### config.mk
export PLATFORM = sky130hd
export DESIGN_NAME = multilevel_ready_wait_task_scheduler_top_flat
export DESIGN_NICKNAME = d
export VERILOG_FILES = /design/src/mrw_pkg.sv /design/src/mrw_if.sv /design/src/multilevel_ready_wait_task_scheduler_top.sv /design/src/mrw_ctrl.sv /design/src/mrw_datapath.sv /design/src/flat_wrapper.sv
export VERILOG_INCLUDE_DIRS = /design/src /design/src/src
export SDC_FILE = /design/constraint.sdc
export NUM_CORES = 2
export LEC_CHECK = 0
export ABC_AREA = 1
export BUFFER_PORTS_ARGS = -buffer_cell sky130_fd_sc_hd__buf_4
export CORE_ASPECT_RATIO = 1.2
export CORE_MARGIN = 5
export CORE_UTILIZATION = 59
export CTS_BUF_LIST = sky130_fd_sc_hd__clkbuf_4 sky130_fd_sc_hd__clkbuf_8
export DETAILED_ROUTE_END_ITERATION = 10
export GPL_ROUTABILITY_DRIVEN = 0
export PLACE_DENSITY = 0.77
export SYNTH_ARGS = -nofsm -noshare
export SYNTH_HDL_FRONTEND = slang
export SYNTH_SLANG_ARGS = --single-unit
### constraint.sdc
create_clock -name clk_i -period 6.8 [get_ports clk_i]
set_input_delay 1.02 -clock clk_i [delete_from_list [all_inputs] [get_ports clk_i]]
set_output_delay 1.02 -clock clk_i [all_outputs]
set_load 0.005 [all_outputs]
### src/multilevel_ready_wait_task_scheduler_top_defines.svh
// -----------------------------------------------------------------------------
// Assertion macros
// Shared concurrent assertion wrappers for the scheduler.
// -----------------------------------------------------------------------------
`ifndef MULTILEVEL_READY_WAIT_TASK_SCHEDULER_TOP_DEFINES_SVH
`define MULTILEVEL_READY_WAIT_TASK_SCHEDULER_TOP_DEFINES_SVH

// plain property on clk_i, off during reset
`define MRW_ASSERT(lbl, prop) \
  lbl: assert property (@(posedge clk_i) disable iff (!rst_ni) prop) \
    else $error("scheduler assertion failed");

// next-cycle implication
`define MRW_ASSERT_NEXT(lbl, ante, cons) \
  `MRW_ASSERT(lbl, (ante) |=> (cons))

`endif

### src/mrw_pkg.sv
// -----------------------------------------------------------------------------
// Scheduler package
// Types, codes and defaults shared by the scheduler modules.
// -----------------------------------------------------------------------------
package mrw_pkg;

  localparam int MaxTasksDef = 128;
  localparam int LevelsDef   = 32;
  localparam logic [5:0] LevelsCfgReset = 6'd32;

  localparam logic [1:0] FUNC_ADD    = 2'd0;
  localparam logic [1:0] FUNC_REMOVE = 2'd1;
  localparam logic [1:0] FUNC_NEXT   = 2'd2;
  localparam logic [1:0] FUNC_RSVD   = 2'd3;

  localparam logic [2:0] ST_DONE       = 3'd0;
  localparam logic [2:0] ST_ALREADY    = 3'd1;
  localparam logic [2:0] ST_NOT_QUEUED = 3'd2;
  localparam logic [2:0] ST_RANGE      = 3'd3;
  localparam logic [2:0] ST_EMPTY      = 3'd4;

  typedef enum logic [2:0] {
    S_IDLE, S_EVAL, S_INFO, S_HTRD, S_WR, S_WR2, S_PICK, S_RESP
  } state_e;

  typedef struct packed {
    logic capture;
    logic eval;
    logic info;
    logic wr;
    logic wr2;
    logic pick;
    logic load;
  } cmd_t;

  typedef struct packed {
    logic [1:0] func;
    logic       early;
    logic       list_ne;
    logic       out_free;
  } stat_t;

endpackage

### src/mrw_if.sv
// -----------------------------------------------------------------------------
// Scheduler channels
// Request and response valid/ready channels.
// -----------------------------------------------------------------------------
interface mrw_req_if;
  logic       valid;
  logic       ready;
  logic [1:0] func;
  logic [6:0] task_id;
  logic [4:0] base_priority;
  logic [4:0] priority_boost;
  modport source (output valid, func, task_id, base_priority, priority_boost, input ready);
  modport sink (input valid, func, task_id, base_priority, priority_boost, output ready);
endinterface

interface mrw_rsp_if;
  logic       valid;
  logic       ready;
  logic [2:0] status;
  logic [6:0] chosen_task;
  logic       reloaded;
  modport source (output valid, status, chosen_task, reloaded, input ready);
  modport sink (input valid, status, chosen_task, reloaded, output ready);
endinterface

### src/multilevel_ready_wait_task_scheduler_top.sv
// -----------------------------------------------------------------------------
// Multilevel ready/wait task scheduler
// Per-level ready and wait FIFOs with add, remove and next operations.
// -----------------------------------------------------------------------------
// One request is handled at a time. An error goes from evaluation to the
// response; next reads list head/tail, then picks; add, after a head/tail
// read if the list is non-empty, writes head/tail and links, then the task's
// link and list info; remove reads list info, then head/tail, then writes;
// the link and list head/tail memories have registered reads. A reload of
// every non-empty configured wait list swaps per-level list selectors. A new
// request is taken while a result still waits in the output register.
module multilevel_ready_wait_task_scheduler_top
  import mrw_pkg::*;
#(
  parameter int MAX_TASKS = MaxTasksDef,
  parameter int LEVELS    = LevelsDef
) (
  input  logic        clk_i,
  input  logic        rst_ni,
  mrw_req_if.sink     req,
  mrw_rsp_if.source   rsp,
  input  logic        psel,
  input  logic        penable,
  input  logic        pwrite,
  input  logic [0:0]  paddr,
  input  logic [31:0] pwdata,
  output logic [31:0] prdata,
  output logic        pready
);

  logic [5:0] levels_q;
  cmd_t       cmd;
  stat_t      stat;

  always_ff @(posedge clk_i or negedge rst_ni) begin
    if (!rst_ni) begin
      levels_q <= LevelsCfgReset;
    end else if (psel && penable && pwrite && paddr == 1'b0) begin
      levels_q <= pwdata[5:0];
    end
  end

  assign pready = 1'b1;
  assign prdata = {26'd0, levels_q};

  mrw_ctrl u_ctrl (
    .clk_i       (clk_i),
    .rst_ni      (rst_ni),
    .req_valid_i (req.valid),
    .req_ready_o (req.ready),
    .stat_i      (stat),
    .cmd_o       (cmd)
  );

  mrw_datapath #(
    .MAX_TASKS (MAX_TASKS),
    .LEVELS    (LEVELS)
  ) u_datapath (
    .clk_i            (clk_i),
    .rst_ni           (rst_ni),
    .cmd_i            (cmd),
    .stat_o           (stat),
    .levels_cfg_i     (levels_q),
    .func_i           (req.func),
    .task_id_i        (req.task_id),
    .base_priority_i  (req.base_priority),
    .priority_boost_i (req.priority_boost),
    .out_valid_o      (rsp.valid),
    .out_ready_i      (rsp.ready),
    .status_o         (rsp.status),
    .chosen_task_o    (rsp.chosen_task),
    .reloaded_o       (rsp.reloaded)
  );

endmodule

### src/mrw_ctrl.sv
// -----------------------------------------------------------------------------
// Scheduler controller
// Sequences each request through evaluation, memory reads and writes.
// -----------------------------------------------------------------------------
module mrw_ctrl
  import mrw_pkg::*;
(
  input  logic  clk_i,
  input  logic  rst_ni,
  input  logic  req_valid_i,
  output logic  req_ready_o,
  input  stat_t stat_i,
  output cmd_t  cmd_o
);

  state_e state_q, state_d;

  always_ff @(posedge clk_i or negedge rst_ni) begin
    if (!rst_ni) begin
      state_q <= S_IDLE;
    end else begin
      state_q <= state_d;
    end
  end

  always_comb begin
    state_d     = state_q;
    cmd_o       = '0;
    req_ready_o = 1'b0;
    case (state_q)
      S_IDLE: begin
        req_ready_o = 1'b1;
        if (req_valid_i) begin
          cmd_o.capture = 1'b1;
          state_d       = S_EVAL;
        end
      end
      S_EVAL: begin
        cmd_o.eval = 1'b1;
        if (stat_i.early) begin
          state_d = S_RESP;
        end else begin
          case (stat_i.func)
            FUNC_ADD:    state_d = stat_i.list_ne ? S_HTRD : S_WR;
            FUNC_REMOVE: state_d = S_INFO;
            FUNC_NEXT:   state_d = S_HTRD;
            default:     state_d = S_RESP;
          endcase
        end
      end
      S_INFO: begin
        cmd_o.info = 1'b1;
        state_d    = S_HTRD;
      end
      S_HTRD: begin
        state_d = (stat_i.func == FUNC_NEXT) ? S_PICK : S_WR;
      end
      S_WR: begin
        cmd_o.wr = 1'b1;
        state_d  = (stat_i.func == FUNC_ADD) ? S_WR2 : S_RESP;
      end
      S_WR2: begin
        cmd_o.wr2 = 1'b1;
        state_d   = S_RESP;
      end
      S_PICK: begin
        cmd_o.pick = 1'b1;
        state_d    = S_RESP;
      end
      S_RESP: begin
        if (stat_i.out_free) begin
          cmd_o.load = 1'b1;
          state_d    = S_IDLE;
        end
      end
      default: state_d = S_IDLE;
    endcase
  end

endmodule

### src/mrw_datapath.sv
// -----------------------------------------------------------------------------
// Scheduler datapath
// Link memories, list head/tail memory, level bitmaps and result register.
// -----------------------------------------------------------------------------
`include "multilevel_ready_wait_task_scheduler_top_defines.svh"

module mrw_datapath
  import mrw_pkg::*;
#(
  parameter int MAX_TASKS = MaxTasksDef,
  parameter int LEVELS    = LevelsDef
) (
  input  logic       clk_i,
  input  logic       rst_ni,
  input  cmd_t       cmd_i,
  output stat_t      stat_o,
  input  logic [5:0] levels_cfg_i,
  input  logic [1:0] func_i,
  input  logic [6:0] task_id_i,
  input  logic [4:0] base_priority_i,
  input  logic [4:0] priority_boost_i,
  output logic       out_valid_o,
  input  logic       out_ready_i,
  output logic [2:0] status_o,
  output logic [6:0] chosen_task_o,
  output logic       reloaded_o
);

  localparam int TW = $clog2(MAX_TASKS);
  localparam int LW = $clog2(LEVELS);
  localparam int NL = 2 * LEVELS;

  logic [1:0]    func_q;
  logic [6:0]    task_q;
  logic [5:0]    lvl_q;
  logic [LW:0]   list_q;
  logic [2:0]    status_q;
  logic [6:0]    chosen_q;
  logic          reloaded_q;
  logic          out_valid_q;
  logic [2:0]    out_status_q;
  logic [6:0]    out_chosen_q;
  logic          out_reloaded_q;

  logic [MAX_TASKS-1:0] queued_q;
  logic [LEVELS-1:0]    wsel_q;
  logic [NL-1:0]        ne_q;

  logic [TW-1:0]   next_mem [MAX_TASKS];
  logic [TW-1:0]   prev_mem [MAX_TASKS];
  logic [LW:0]     info_mem [MAX_TASKS];
  logic [2*TW-1:0] ht_mem   [NL];
  logic [TW-1:0]   next_rd_q, prev_rd_q;
  logic [LW:0]     info_rd_q;
  logic [2*TW-1:0] ht_rd_q;

  logic [6:0]    count;
  logic          t_ok;
  logic [TW-1:0] t_idx;
  logic [LW-1:0] add_lvl;
  logic [LW:0]   add_list;
  logic [LEVELS-1:0] rdy_vec, wt_vec;
  logic          top_hit, w_hit;
  logic [LW-1:0] top_lvl, w_lvl;
  logic [TW-1:0] ht_head, ht_tail;

  logic [2:0]    ev_status;
  logic          ev_reloaded;
  logic [LW:0]   ev_list;

  logic          next_we, prev_we, ht_we;
  logic [TW-1:0] next_wa, next_wd, prev_wa, prev_wd;
  logic [2*TW-1:0] ht_wd;

  assign count    = (int'(levels_cfg_i) < LEVELS) ? {1'b0, levels_cfg_i} : 7'(LEVELS);
  assign t_ok     = int'(task_q) < MAX_TASKS;
  assign t_idx    = TW'(task_q);
  assign add_lvl  = LW'(lvl_q);
  assign add_list = {add_lvl, wsel_q[add_lvl]};
  assign ht_head  = ht_rd_q[2*TW-1:TW];
  assign ht_tail  = ht_rd_q[TW-1:0];

  always_comb begin
    top_hit = 1'b0;
    w_hit   = 1'b0;
    top_lvl = '0;
    w_lvl   = '0;
    for (int i = 0; i < LEVELS; i++) begin
      rdy_vec[i] = ne_q[2*i + {31'd0, ~wsel_q[i]}] && (i < int'(count));
      wt_vec[i]  = ne_q[2*i + {31'd0, wsel_q[i]}] && (i < int'(count));
      if (rdy_vec[i]) begin
        top_hit = 1'b1;
        top_lvl = LW'(i);
      end
      if (wt_vec[i]) begin
        w_hit = 1'b1;
        w_lvl = LW'(i);
      end
    end
  end

  always_comb begin
    stat_o.func     = func_q;
    stat_o.list_ne  = ne_q[add_list];
    stat_o.out_free = !out_valid_q || out_ready_i;
    case (func_q)
      FUNC_ADD:    stat_o.early = !t_ok || queued_q[t_idx] || ({1'b0, lvl_q} >= count);
      FUNC_REMOVE: stat_o.early = !t_ok || !queued_q[t_idx];
      FUNC_NEXT:   stat_o.early = !top_hit && !w_hit;
      default:     stat_o.early = 1'b1;
    endcase
  end

  // evaluation result
  always_comb begin
    ev_status   = ST_DONE;
    ev_reloaded = 1'b0;
    ev_list     = add_list;
    case (func_q)
      FUNC_ADD: begin
        if (!t_ok) begin
          ev_status = ST_NOT_QUEUED;
        end else if (queued_q[t_idx]) begin
          ev_status = ST_ALREADY;
        end else if ({1'b0, lvl_q} >= count) begin
          ev_status = ST_RANGE;
        end
      end
      FUNC_REMOVE: begin
        if (!t_ok || !queued_q[t_idx]) begin
          ev_status = ST_NOT_QUEUED;
        end
      end
      FUNC_NEXT: begin
        if (top_hit) begin
          ev_list = {top_lvl, ~wsel_q[top_lvl]};
        end else if (w_hit) begin
          ev_list     = {w_lvl, wsel_q[w_lvl]};
          ev_reloaded = 1'b1;
        end else begin
          ev_status = ST_EMPTY;
        end
      end
      default: ev_status = ST_DONE;
    endcase
  end

  // control registers
  always_ff @(posedge clk_i or negedge rst_ni) begin
    if (!rst_ni) begin
      queued_q    <= '0;
      wsel_q      <= '0;
      ne_q        <= '0;
      out_valid_q <= 1'b0;
    end else begin
      if (cmd_i.eval && func_q == FUNC_NEXT && !top_hit && w_hit) begin
        wsel_q <= wsel_q ^ wt_vec;
      end
      if (cmd_i.wr && func_q == FUNC_ADD) begin
        ne_q[list_q] <= 1'b1;
      end
      if (cmd_i.wr && func_q == FUNC_REMOVE) begin
        queued_q[t_idx] <= 1'b0;
        if (ht_head == t_idx && ht_tail == t_idx) begin
          ne_q[list_q] <= 1'b0;
        end
      end
      if (cmd_i.wr2) begin
        queued_q[t_idx] <= 1'b1;
      end
      if (cmd_i.load) begin
        out_valid_q <= 1'b1;
      end else if (out_ready_i) begin
        out_valid_q <= 1'b0;
      end
    end
  end

  // payload registers
  always_ff @(posedge clk_i) begin
    if (cmd_i.capture) begin
      func_q <= func_i;
      task_q <= task_id_i;
      lvl_q  <= {1'b0, base_priority_i} + {1'b0, priority_boost_i};
    end
    if (cmd_i.eval) begin
      chosen_q   <= '0;
      reloaded_q <= ev_reloaded;
      status_q   <= ev_status;
      list_q     <= ev_list;
    end
    if (cmd_i.info) begin
      list_q <= info_rd_q;
    end
    if (cmd_i.pick) begin
      chosen_q <= 7'(ht_head);
    end
    if (cmd_i.load) begin
      out_status_q   <= status_q;
      out_chosen_q   <= chosen_q;
      out_reloaded_q <= reloaded_q;
    end
  end

  always_comb begin
    next_we = 1'b0;
    prev_we = 1'b0;
    ht_we   = 1'b0;
    next_wa = t_idx;
    next_wd = t_idx;
    prev_wa = t_idx;
    prev_wd = t_idx;
    ht_wd   = {t_idx, t_idx};
    if (cmd_i.wr && func_q == FUNC_ADD) begin
      prev_we = 1'b1;
      ht_we   = 1'b1;
      if (ne_q[list_q]) begin
        next_we = 1'b1;
        next_wa = ht_tail;
        prev_wd = ht_tail;
        ht_wd   = {ht_head, t_idx};
      end
    end else if (cmd_i.wr && func_q == FUNC_REMOVE) begin
      ht_we   = 1'b1;
      next_wa = prev_rd_q;
      next_wd = next_rd_q;
      prev_wa = next_rd_q;
      prev_wd = prev_rd_q;
      next_we = (ht_head != t_idx);
      prev_we = (ht_tail != t_idx);
      ht_wd   = {(ht_head == t_idx) ? next_rd_q : ht_head,
                 (ht_tail == t_idx) ? prev_rd_q : ht_tail};
    end else if (cmd_i.wr2) begin
      next_we = 1'b1;
    end
  end

  always_ff @(posedge clk_i) begin
    if (next_we) begin
      next_mem[next_wa] <= next_wd;
    end
    if (prev_we) begin
      prev_mem[prev_wa] <= prev_wd;
    end
    if (cmd_i.wr2) begin
      info_mem[t_idx] <= list_q;
    end
    if (ht_we) begin
      ht_mem[list_q] <= ht_wd;
    end
    next_rd_q <= next_mem[t_idx];
    prev_rd_q <= prev_mem[t_idx];
    info_rd_q <= info_mem[t_idx];
    ht_rd_q   <= ht_mem[list_q];
  end

  assign out_valid_o   = out_valid_q;
  assign status_o      = out_status_q;
  assign chosen_task_o = out_chosen_q;
  assign reloaded_o    = out_reloaded_q;

  `MRW_ASSERT_NEXT(a_remove_clears, cmd_i.wr && func_q == FUNC_REMOVE, !queued_q[t_idx])
  `MRW_ASSERT_NEXT(a_add_sets, cmd_i.wr2, queued_q[t_idx] && ne_q[list_q])
  `MRW_ASSERT_NEXT(a_empty_zero, cmd_i.load && status_q == ST_EMPTY,
                   out_chosen_q == 7'd0 && !out_reloaded_q)

endmodule
### src/flat_wrapper.sv
// flat-port wrapper written by rule: the top's interface ports become plain ports
module multilevel_ready_wait_task_scheduler_top_flat import mrw_pkg::*;
#(
  parameter int MAX_TASKS = MaxTasksDef,
  parameter int LEVELS    = LevelsDef
)
  (clk_i, rst_ni, psel, penable, pwrite, paddr, pwdata, prdata, pready, req_valid, req_func, req_task_id, req_base_priority, req_priority_boost, req_ready, rsp_valid, rsp_status, rsp_chosen_task, rsp_reloaded, rsp_ready);
  mrw_req_if req_i ();
  mrw_rsp_if rsp_i ();
  input  logic clk_i;
  input  logic rst_ni;
  input  logic psel;
  input  logic penable;
  input  logic pwrite;
  input  logic [0:0] paddr;
  input  logic [31:0] pwdata;
  output logic [31:0] prdata;
  output logic pready;
  input wire logic [$bits(req_i.valid)-1:0] req_valid;
  input wire logic [$bits(req_i.func)-1:0] req_func;
  input wire logic [$bits(req_i.task_id)-1:0] req_task_id;
  input wire logic [$bits(req_i.base_priority)-1:0] req_base_priority;
  input wire logic [$bits(req_i.priority_boost)-1:0] req_priority_boost;
  output wire logic [$bits(req_i.ready)-1:0] req_ready;
  output wire logic [$bits(rsp_i.valid)-1:0] rsp_valid;
  output wire logic [$bits(rsp_i.status)-1:0] rsp_status;
  output wire logic [$bits(rsp_i.chosen_task)-1:0] rsp_chosen_task;
  output wire logic [$bits(rsp_i.reloaded)-1:0] rsp_reloaded;
  input wire logic [$bits(rsp_i.ready)-1:0] rsp_ready;
  assign req_i.valid = req_valid;
  assign req_i.func = req_func;
  assign req_i.task_id = req_task_id;
  assign req_i.base_priority = req_base_priority;
  assign req_i.priority_boost = req_priority_boost;
  assign req_ready = req_i.ready;
  assign rsp_valid = rsp_i.valid;
  assign rsp_status = rsp_i.status;
  assign rsp_chosen_task = rsp_i.chosen_task;
  assign rsp_reloaded = rsp_i.reloaded;
  assign rsp_i.ready = rsp_ready;
  multilevel_ready_wait_task_scheduler_top #(.MAX_TASKS(MAX_TASKS), .LEVELS(LEVELS)) u_core (.clk_i(clk_i), .rst_ni(rst_ni), .req(req_i), .rsp(rsp_i), .psel(psel), .penable(penable), .pwrite(pwrite), .paddr(paddr), .pwdata(pwdata), .prdata(prdata), .pready(pready));
endmodule
* Word level (Yosys, flattened, before mapping)
Memory sizes are Yosys's and may differ from the RTL's. A register that Yosys moved wholly into a read port is not among the register bits.
Index checks and enable logic that the tools add are counted.
** Storage, ports and cells
- Bits in writable memories :: 3456
- Logic and storage cells :: 672
- Bits of input ports :: 59
- Memories kept :: 4
- Flip-flop bits (word level) :: 277
** Memories
- u_core.u_datapath.ht_mem :: depth 64, width 14, read ports 1, clocked after memory_dff 1, write ports 1, line mrw_datapath.sv:52 : logic [2*TW-1:0] ht_mem [NL];
- u_core.u_datapath.next_mem :: depth 128, width 7, read ports 1, clocked after memory_dff 1, write ports 1, line mrw_datapath.sv:49 : logic [TW-1:0] next_mem [MAX_TASKS];
- u_core.u_datapath.prev_mem :: depth 128, width 7, read ports 1, clocked after memory_dff 1, write ports 1, line mrw_datapath.sv:50 : logic [TW-1:0] prev_mem [MAX_TASKS];
- u_core.u_datapath.info_mem :: depth 128, width 6, read ports 1, clocked after memory_dff 1, write ports 1, line mrw_datapath.sv:51 : logic [LW:0] info_mem [MAX_TASKS];
** Cells by class
- $add $sub $neg :: 63
- Bitwise gates (word level) :: 42
- Mux-type cells :: 336
- Equal/unequal tests :: 15
- Order comparisons :: 106
- Reduce and logical (&&, ||, !) cells :: 90
** Operators by type and width (count)
- 1-bit binary-select mux with 6-bit select :: 64
- 5-bit two-way mux :: 57
- 128-bit two-way mux :: 2
- 6-bit by 1-bit adder with 7-bit output, first input constant :: 32
- 7-bit < comparator, second input constant :: 32
- 64-bit two-way mux :: 3
- 1-bit two-way mux :: 168
- 128-bit AND :: 1
- 128-bit NOT :: 1
- 128-bit bitwise OR :: 1
- 6-bit by 7-bit < comparator with 1-bit output, second input constant :: 18
- 5-bit by 1-bit adder with 6-bit output, first input constant :: 16
- 5-bit by 6-bit < comparator with 1-bit output, first input constant :: 16
- 1-bit logical AND :: 76
- 64-bit AND :: 1
- 64-bit NOT :: 1
- 64-bit bitwise OR :: 1
- 7-bit two-way mux :: 9
- 5-bit by 7-bit < comparator with 1-bit output, second input constant :: 8
- 4-bit by 6-bit < comparator with 1-bit output, first input constant :: 8
- 14-bit two-way mux :: 3
- 4-bit by 1-bit adder with 5-bit output, first input constant :: 8
- 6-bit two-way mux :: 6
- 1-bit NOT :: 35
- 41 further kinds :: 85

* Logic depth before layout (Yosys ltp)
- Depth after elaboration :: 43
- Mapped depth :: 47
- Gate-level depth less buffers :: 46

* Modules after synthesis
From an unflattened synthesis, not the netlist that was laid out.
** Second synthesis, totals
- Cell total of the unflattened synthesis :: 10314
- Area total of the unflattened synthesis :: 146003.8 um^2
** Modules (own cells, without submodules)
- mrw_datapath :: area each 145196.8 um^2, cells each 10201, instances 1, sequential area each 111381.8 um^2
- multilevel_ready_wait_task_scheduler_top :: area each 470.5 um^2, cells each 58, instances 1, sequential area each 151.4 um^2
- mrw_ctrl :: area each 336.6 um^2, cells each 55, instances 1, sequential area each 75.1 um^2

* Least setup slack after synthesis
OpenSTA, ideal clock, no wires.
- Path kind :: flip-flop to flip-flop
- Start :: register u_core.u_datapath.list_q[1]
- End :: memory u_core.u_datapath.next_mem[121][0] in the netlist's numbering (enable)
- Data required time :: 6.407 ns
- Buffers on the path :: 1
- Path slack :: -0.732 ns
- Library setup time :: 0.393 ns
- Period minus slack after synthesis :: 7.532 ns
- Stages on the path, launching flop included :: 16
- Arrival time :: 7.140 ns
- Cell sequence :: edfxtp_1 > inv_1 > nor3_2 > inv_1 > clkbuf_1 > o22ai_1 > o41ai_1 > nand2_1 > a211oi_1 > nand2_1 > inv_2 > nor2_2 > nand2_1 > nand3b_1 > inv_1 > nor4_1
** RTL lines
- from (decl) :: line mrw_datapath.sv:36 : logic [LW:0] list_q;
- from (signal assigned) :: line mrw_datapath.sv:190 : list_q <= ev_list;
- from (signal assigned) :: line mrw_datapath.sv:193 : list_q <= info_rd_q;
- 1-bit binary-select mux with 6-bit select :: line mrw_datapath.sv:217 : if (ne_q[list_q]) begin
- 1-bit two-way mux (implied by the code) :: line mrw_datapath.sv:217
- 7-bit two-way mux :: line mrw_datapath.sv:217
- 7-bit two-way mux :: line mrw_datapath.sv:214 : if (cmd_i.wr && func_q == FUNC_ADD) begin
- net u_core.u_datapath.next_wa[0] :: line mrw_datapath.sv:72 : logic [TW-1:0] next_wa, next_wd, prev_wa, prev_wd;
- to (decl) :: line mrw_datapath.sv:49
The timed path passes the listed nets, and every way through them passes these cells. The select of a mux whose other input is x is not followed.

* Final worst setup path
- Start :: register u_core.u_datapath.list_q[1]
- End :: memory u_core.u_datapath.next_mem[10][6] in the netlist's numbering (enable)
Same word-level chain as after synthesis.

==> summary.md <==
| Metric | Value |
|---|---|
| Die Width | `465 um` |
| Drt pass-1 iters | `10` |
| Die H | `556 um` |
| Skew-Pair Late Insertion Delay | `1.10 ns` |
| CP delay by family, top | `simple AND/OR/NAND/NOR gates` |
| Highest clock rate | `158 MHz` |
| Hold EP | `u_core.u_datapath.t_idx[3]` |
| DRT antenna net count | `0` |
| Share of the synthesized area in the top cell type | `71.8%` |
| Root Buffer | `clkbuf_8` |
| Hold Crit Class | `in2reg` |
| Crit Reg-Reg Endpoint | `u_core.u_datapath.next_mem[10][6]` |
| Most common cell on crit path | `nand2_1` |
| Post-synth EDFFs | `3499` |
| Max cap viols | `1` |
| WP data arrival | `7.03 ns` |
| DRT iter0 DRCs | `15019` |
| DR vias | `96385` |
| Crit-path max cell delay | `0.91 ns` |
| RSZ-0062 raised after global routing | `no` |
| Clock sink count | `3767` |
| Pin count of the biggest net entering global routing | `134` |
| CTS clk-pin slew, worst paths | `0.07 ns` |
| Total Die Area | `0.258 mm^2` |
| Hold path depth | `1` |
| Mapped Cells | `10335` |
| Fraction of layout cells with a size suffix above 1 | `12.4%` |
| Leading area contributor after synthesis | `edfxtp_1` |
| CP bufs+invs | `4` |
| CTS resizes | `0` |
| Skew final | `0.152 ns` |
| Worst setup EP type | `register` |
| Post-synthesis sequential area ratio | `76.2%` |
| Global Route Usage Sum | `31.4%` |
| IO Count | `105` |
| Core Rows | `200` |
| Grt total ovfl | `0` |
| Minimum clock period | `6.35 ns` |
| DRC violations left | `0` |
| Peak VDD IR | `0.260 mV` |
| First-pass GRT wire length | `605 mm` |
| Final setup viols | `0` |
| Initial antenna violation count | `8` |
| Asr flop ratio synth | `6.21%` |
| Final worst-path cycle share | `93.4%` |
| Area after DPL | `0.152 mm^2` |
| Slowest CP cell | `nor2_1` |
| CTS tree | `yes` |
| Met2 Wirelength | `190 mm` |
| Status | `finished, violations left` |
| Final count of hold timing violations | `0` |
| CP cell instances | `buf_4 -> nor3_4 -> inv_2 -> o22ai_1 -> o41ai_1 -> nand2_1 -> a211oi_1 -> nand2_1 -> inv_2 -> nor2_4 -> nand2_1 -> nand3b_1 -> inv_1 -> nand4_1 -> nor2_1` |
| Netlist cell types | `67` |
| Setup crit start kind | `register` |
| Pwr Total | `0.0531 W` |
| Vias per cell | `6.73` |
| Port buffer count | `51` |
| Critical path class | `reg2reg` |
| Worst-margin pin slew | `1.49 ns` |
| H-tree depth | `6` |
| Max Fanout on Critical Path | `40` |
| Fin util | `65.8%` |
| Pwr/cell area | `326 mW/mm^2` |
| Synthesized area per cell | `14.2 um^2` |
| Vias in the first global route | `93861` |
| CP Data Required Time | `7.48 ns` |
| Lkg Pwr | `54.1 nW` |
| Area Growth Syn to Fin | `11.2%` |
| R2r startpoint | `u_core.u_datapath.list_q[1]` |
| Top cells by area, synth | `edfxtp_1 72%, nand2_1 4.6%, dfrtp_1 4.0%` |
| Area of the core | `0.247 mm^2` |
| Post-Syn Area | `0.146 mm^2` |
| Initial Util | `59.2%` |
| Post-detail-place hpwl | `250 mm` |
| Violated checks | `max-capacitance violations` |
| Max Buffers Root-to-Sink | `4` |
| Hold WS | `0.127 ns` |
| Met3 wire len | `57.1 mm` |
| WL per Instance | `29.0 um` |
| DRT met1 WL | `140 mm` |
| FF-to-FF path depth | `15` |
| Syn. warnings | `0` |
| Setup_tns | `0 ns` |
| Relative slew margins | `0.102%` |
| Max-slew violation count | `0` |
| Top Metal Used | `met5` |
| TritonCTS Buffers | `563` |
| #FFs+latches synth | `3767` |
| FF-to-FF setup slack | `0.45 ns` |
| Finished Cell Area | `0.163 mm^2` |
| DRT Wirelength | `416 mm` |
| Primary FF master, synth | `edfxtp_1` |
| HP Start | `req_task_id[3]` |
| Final net count | `10723` |
## registers in the layout (all words and copies together), names as in the netlist, 6 cells and up, named ones only
name,count
u_core.u_datapath.ht_mem,896
u_core.u_datapath.ne_q,64
u_core.u_datapath.ht_rd_q,14
u_core.u_datapath.info_rd_q,6
u_core.u_datapath.lvl_q,6
u_core.u_datapath.next_rd_q,7
u_core.u_datapath.list_q,6
u_core.u_datapath.prev_rd_q,7
u_core.u_datapath.info_mem,768
u_core.u_datapath.t_idx,7
u_core.u_datapath.wsel_q,32
u_core.levels_q,6
u_core.u_datapath.chosen_task_o,7
u_core.u_datapath.queued_q,127
u_core.u_datapath.prev_mem,896
u_core.u_datapath.chosen_q,7
u_core.u_datapath.next_mem,896
## worst reg2reg max path: stages (launching register included)
cell and delay, ns:
edfxtp_1 0.42, buf_4 0.43, nor3_4 0.13, inv_2 0.42, o22ai_1 0.16, o41ai_1 0.62
nand2_1 0.14, a211oi_1 0.36, nand2_1 0.37, inv_2 0.28, nor2_4 0.09, nand2_1 0.07
nand3b_1 0.44, inv_1 0.31, nand4_1 0.80, nor2_1 0.92
## synthesized netlist by cell type (all sizes together) (6+ instances only)
library cell / count
o22ai: 33
a22oi: 545
nand3b: 8
o2111ai: 9
edfxtp: 3499
o21bai: 8
nor3: 40
o211ai: 56
o31ai: 52
a41oi: 7
dfxtp: 34
nand3: 176
a221oi: 469
and2: 14
o41ai: 8
a31oi: 20
o32ai: 9
inv: 433
a21oi: 216
nor4: 7
a211oi: 13
nand4: 422
xor2: 35
ha: 15
a22o: 373
clkinv: 15
nor2: 653
o21ai: 454
a2111o: 6
clkbuf: 397
dfrtp: 233
buf: 223
nand2: 1819
## power breakdown
part	internal (W)	switching, W	total, W
Sequential	0.0267	0.000480	0.0271
Clock	0.00965	0.00863	0.0183
Combinational	0.00178	0.00593	0.00770
## cells by family (layout without fill, tap and decap cells)
logic type      after synthesis  after routing  share of synthesized area, %
xor+xnor                     40             40                         0.239
other cells                   2             36                       0.00513
fa+ha+maj                    16             16                         0.142
compound gates             2292           2292                          11.3
simple gates               3150           3150                          9.16
flops                      3767           3767                          76.2
buf+inv                    1068           1798                          2.87
## worst max-delay path by stage
stage	cells after the start	slack, ns	from	end
3_5_place_dp	16	0.99	u_core.u_datapath.list_q[0]	u_core.u_datapath.next_mem[10][5]
4_1_cts	15	0.95	u_core.u_datapath.list_q[0]	u_core.u_datapath.next_mem[10][6]
2_1_floorplan	17	-0.48	u_core.u_datapath.list_q[1]	u_core.u_datapath.next_mem[120][0]
3_3_place_gp	16	1.07	u_core.u_datapath.list_q[0]	u_core.u_datapath.next_mem[2][4]
5_1_grt	15	0.55	u_core.u_datapath.list_q[1]	u_core.u_datapath.next_mem[2][3]
6_report	15	0.45	u_core.u_datapath.list_q[1]	u_core.u_datapath.next_mem[10][6]
## metal layers
layer  GRT usage [%]  vias to the layer above
li1                -                    40209
met1            40.3                    47022
met2            48.5                     7620
met3            8.63                     1532
met4            18.3                        2
met5               0                        -
## layout by cell type (no fill, tap or decap), drive strengths merged, types with 8 or more instances in the layout
| cell | Yosys | layout |
|---|---|---|
| xor2 | 35 | 35 |
| dfxtp | 34 | 34 |
| inv | 433 | 453 |
| nand4 | 422 | 422 |
| a22oi | 545 | 545 |
| clkinvlp | 0 | 19 |
| bufinv | 0 | 13 |
| clkbuf | 397 | 780 |
| nand2 | 1819 | 1819 |
| conb | 2 | 27 |
| nor2 | 653 | 653 |
| o2111ai | 9 | 9 |
| o32ai | 9 | 9 |
| edfxtp | 3499 | 3499 |
| clkinv | 15 | 190 |
| a221oi | 469 | 469 |
| a22o | 373 | 373 |
| nand3b | 8 | 8 |
| dfrtp | 233 | 233 |
| o211ai | 56 | 56 |
| nor3 | 40 | 40 |
| o21bai | 8 | 8 |
| a31oi | 20 | 20 |
| and2 | 14 | 14 |
| a211oi | 13 | 13 |
| o31ai | 52 | 52 |
| ha | 15 | 15 |
| diode | 0 | 9 |
| o41ai | 8 | 8 |
| o22ai | 33 | 33 |
| nand3 | 176 | 176 |
| buf | 223 | 342 |
| a21oi | 216 | 216 |
| o21ai | 454 | 454 |
## through the flow
step / std cells / worst slack [ns]
final: 14331 / 0.451
after global routing: 14326 / 0.548
after CTS: 14322 / 0.945
after detailed placement: 13314 / 0.994
after global placement: 13313 / 1.07
after floorplan: 10360 / -0.483
## cell type report
type	count	area, um^2
Fill cell	16396	84500
Multi-Input combinational cell	5525	31300
Clock buffer	780	9560
Inverter	448	1720
Antenna cell	9	22.5
Clock inverter	227	1510
Timing Repair Buffer	343	3040
Sequential cell	3767	112000
Tap cell	3232	4040
## timing repair
action / 4_1_cts / 5_1_grt
buffers inserted: 0 / 0
hold endpoints to repair: 40 / 0
hold buffers: 1 / 0
setup endpoints to repair: 0 / 0
Power figures use the tool's default switching activity.
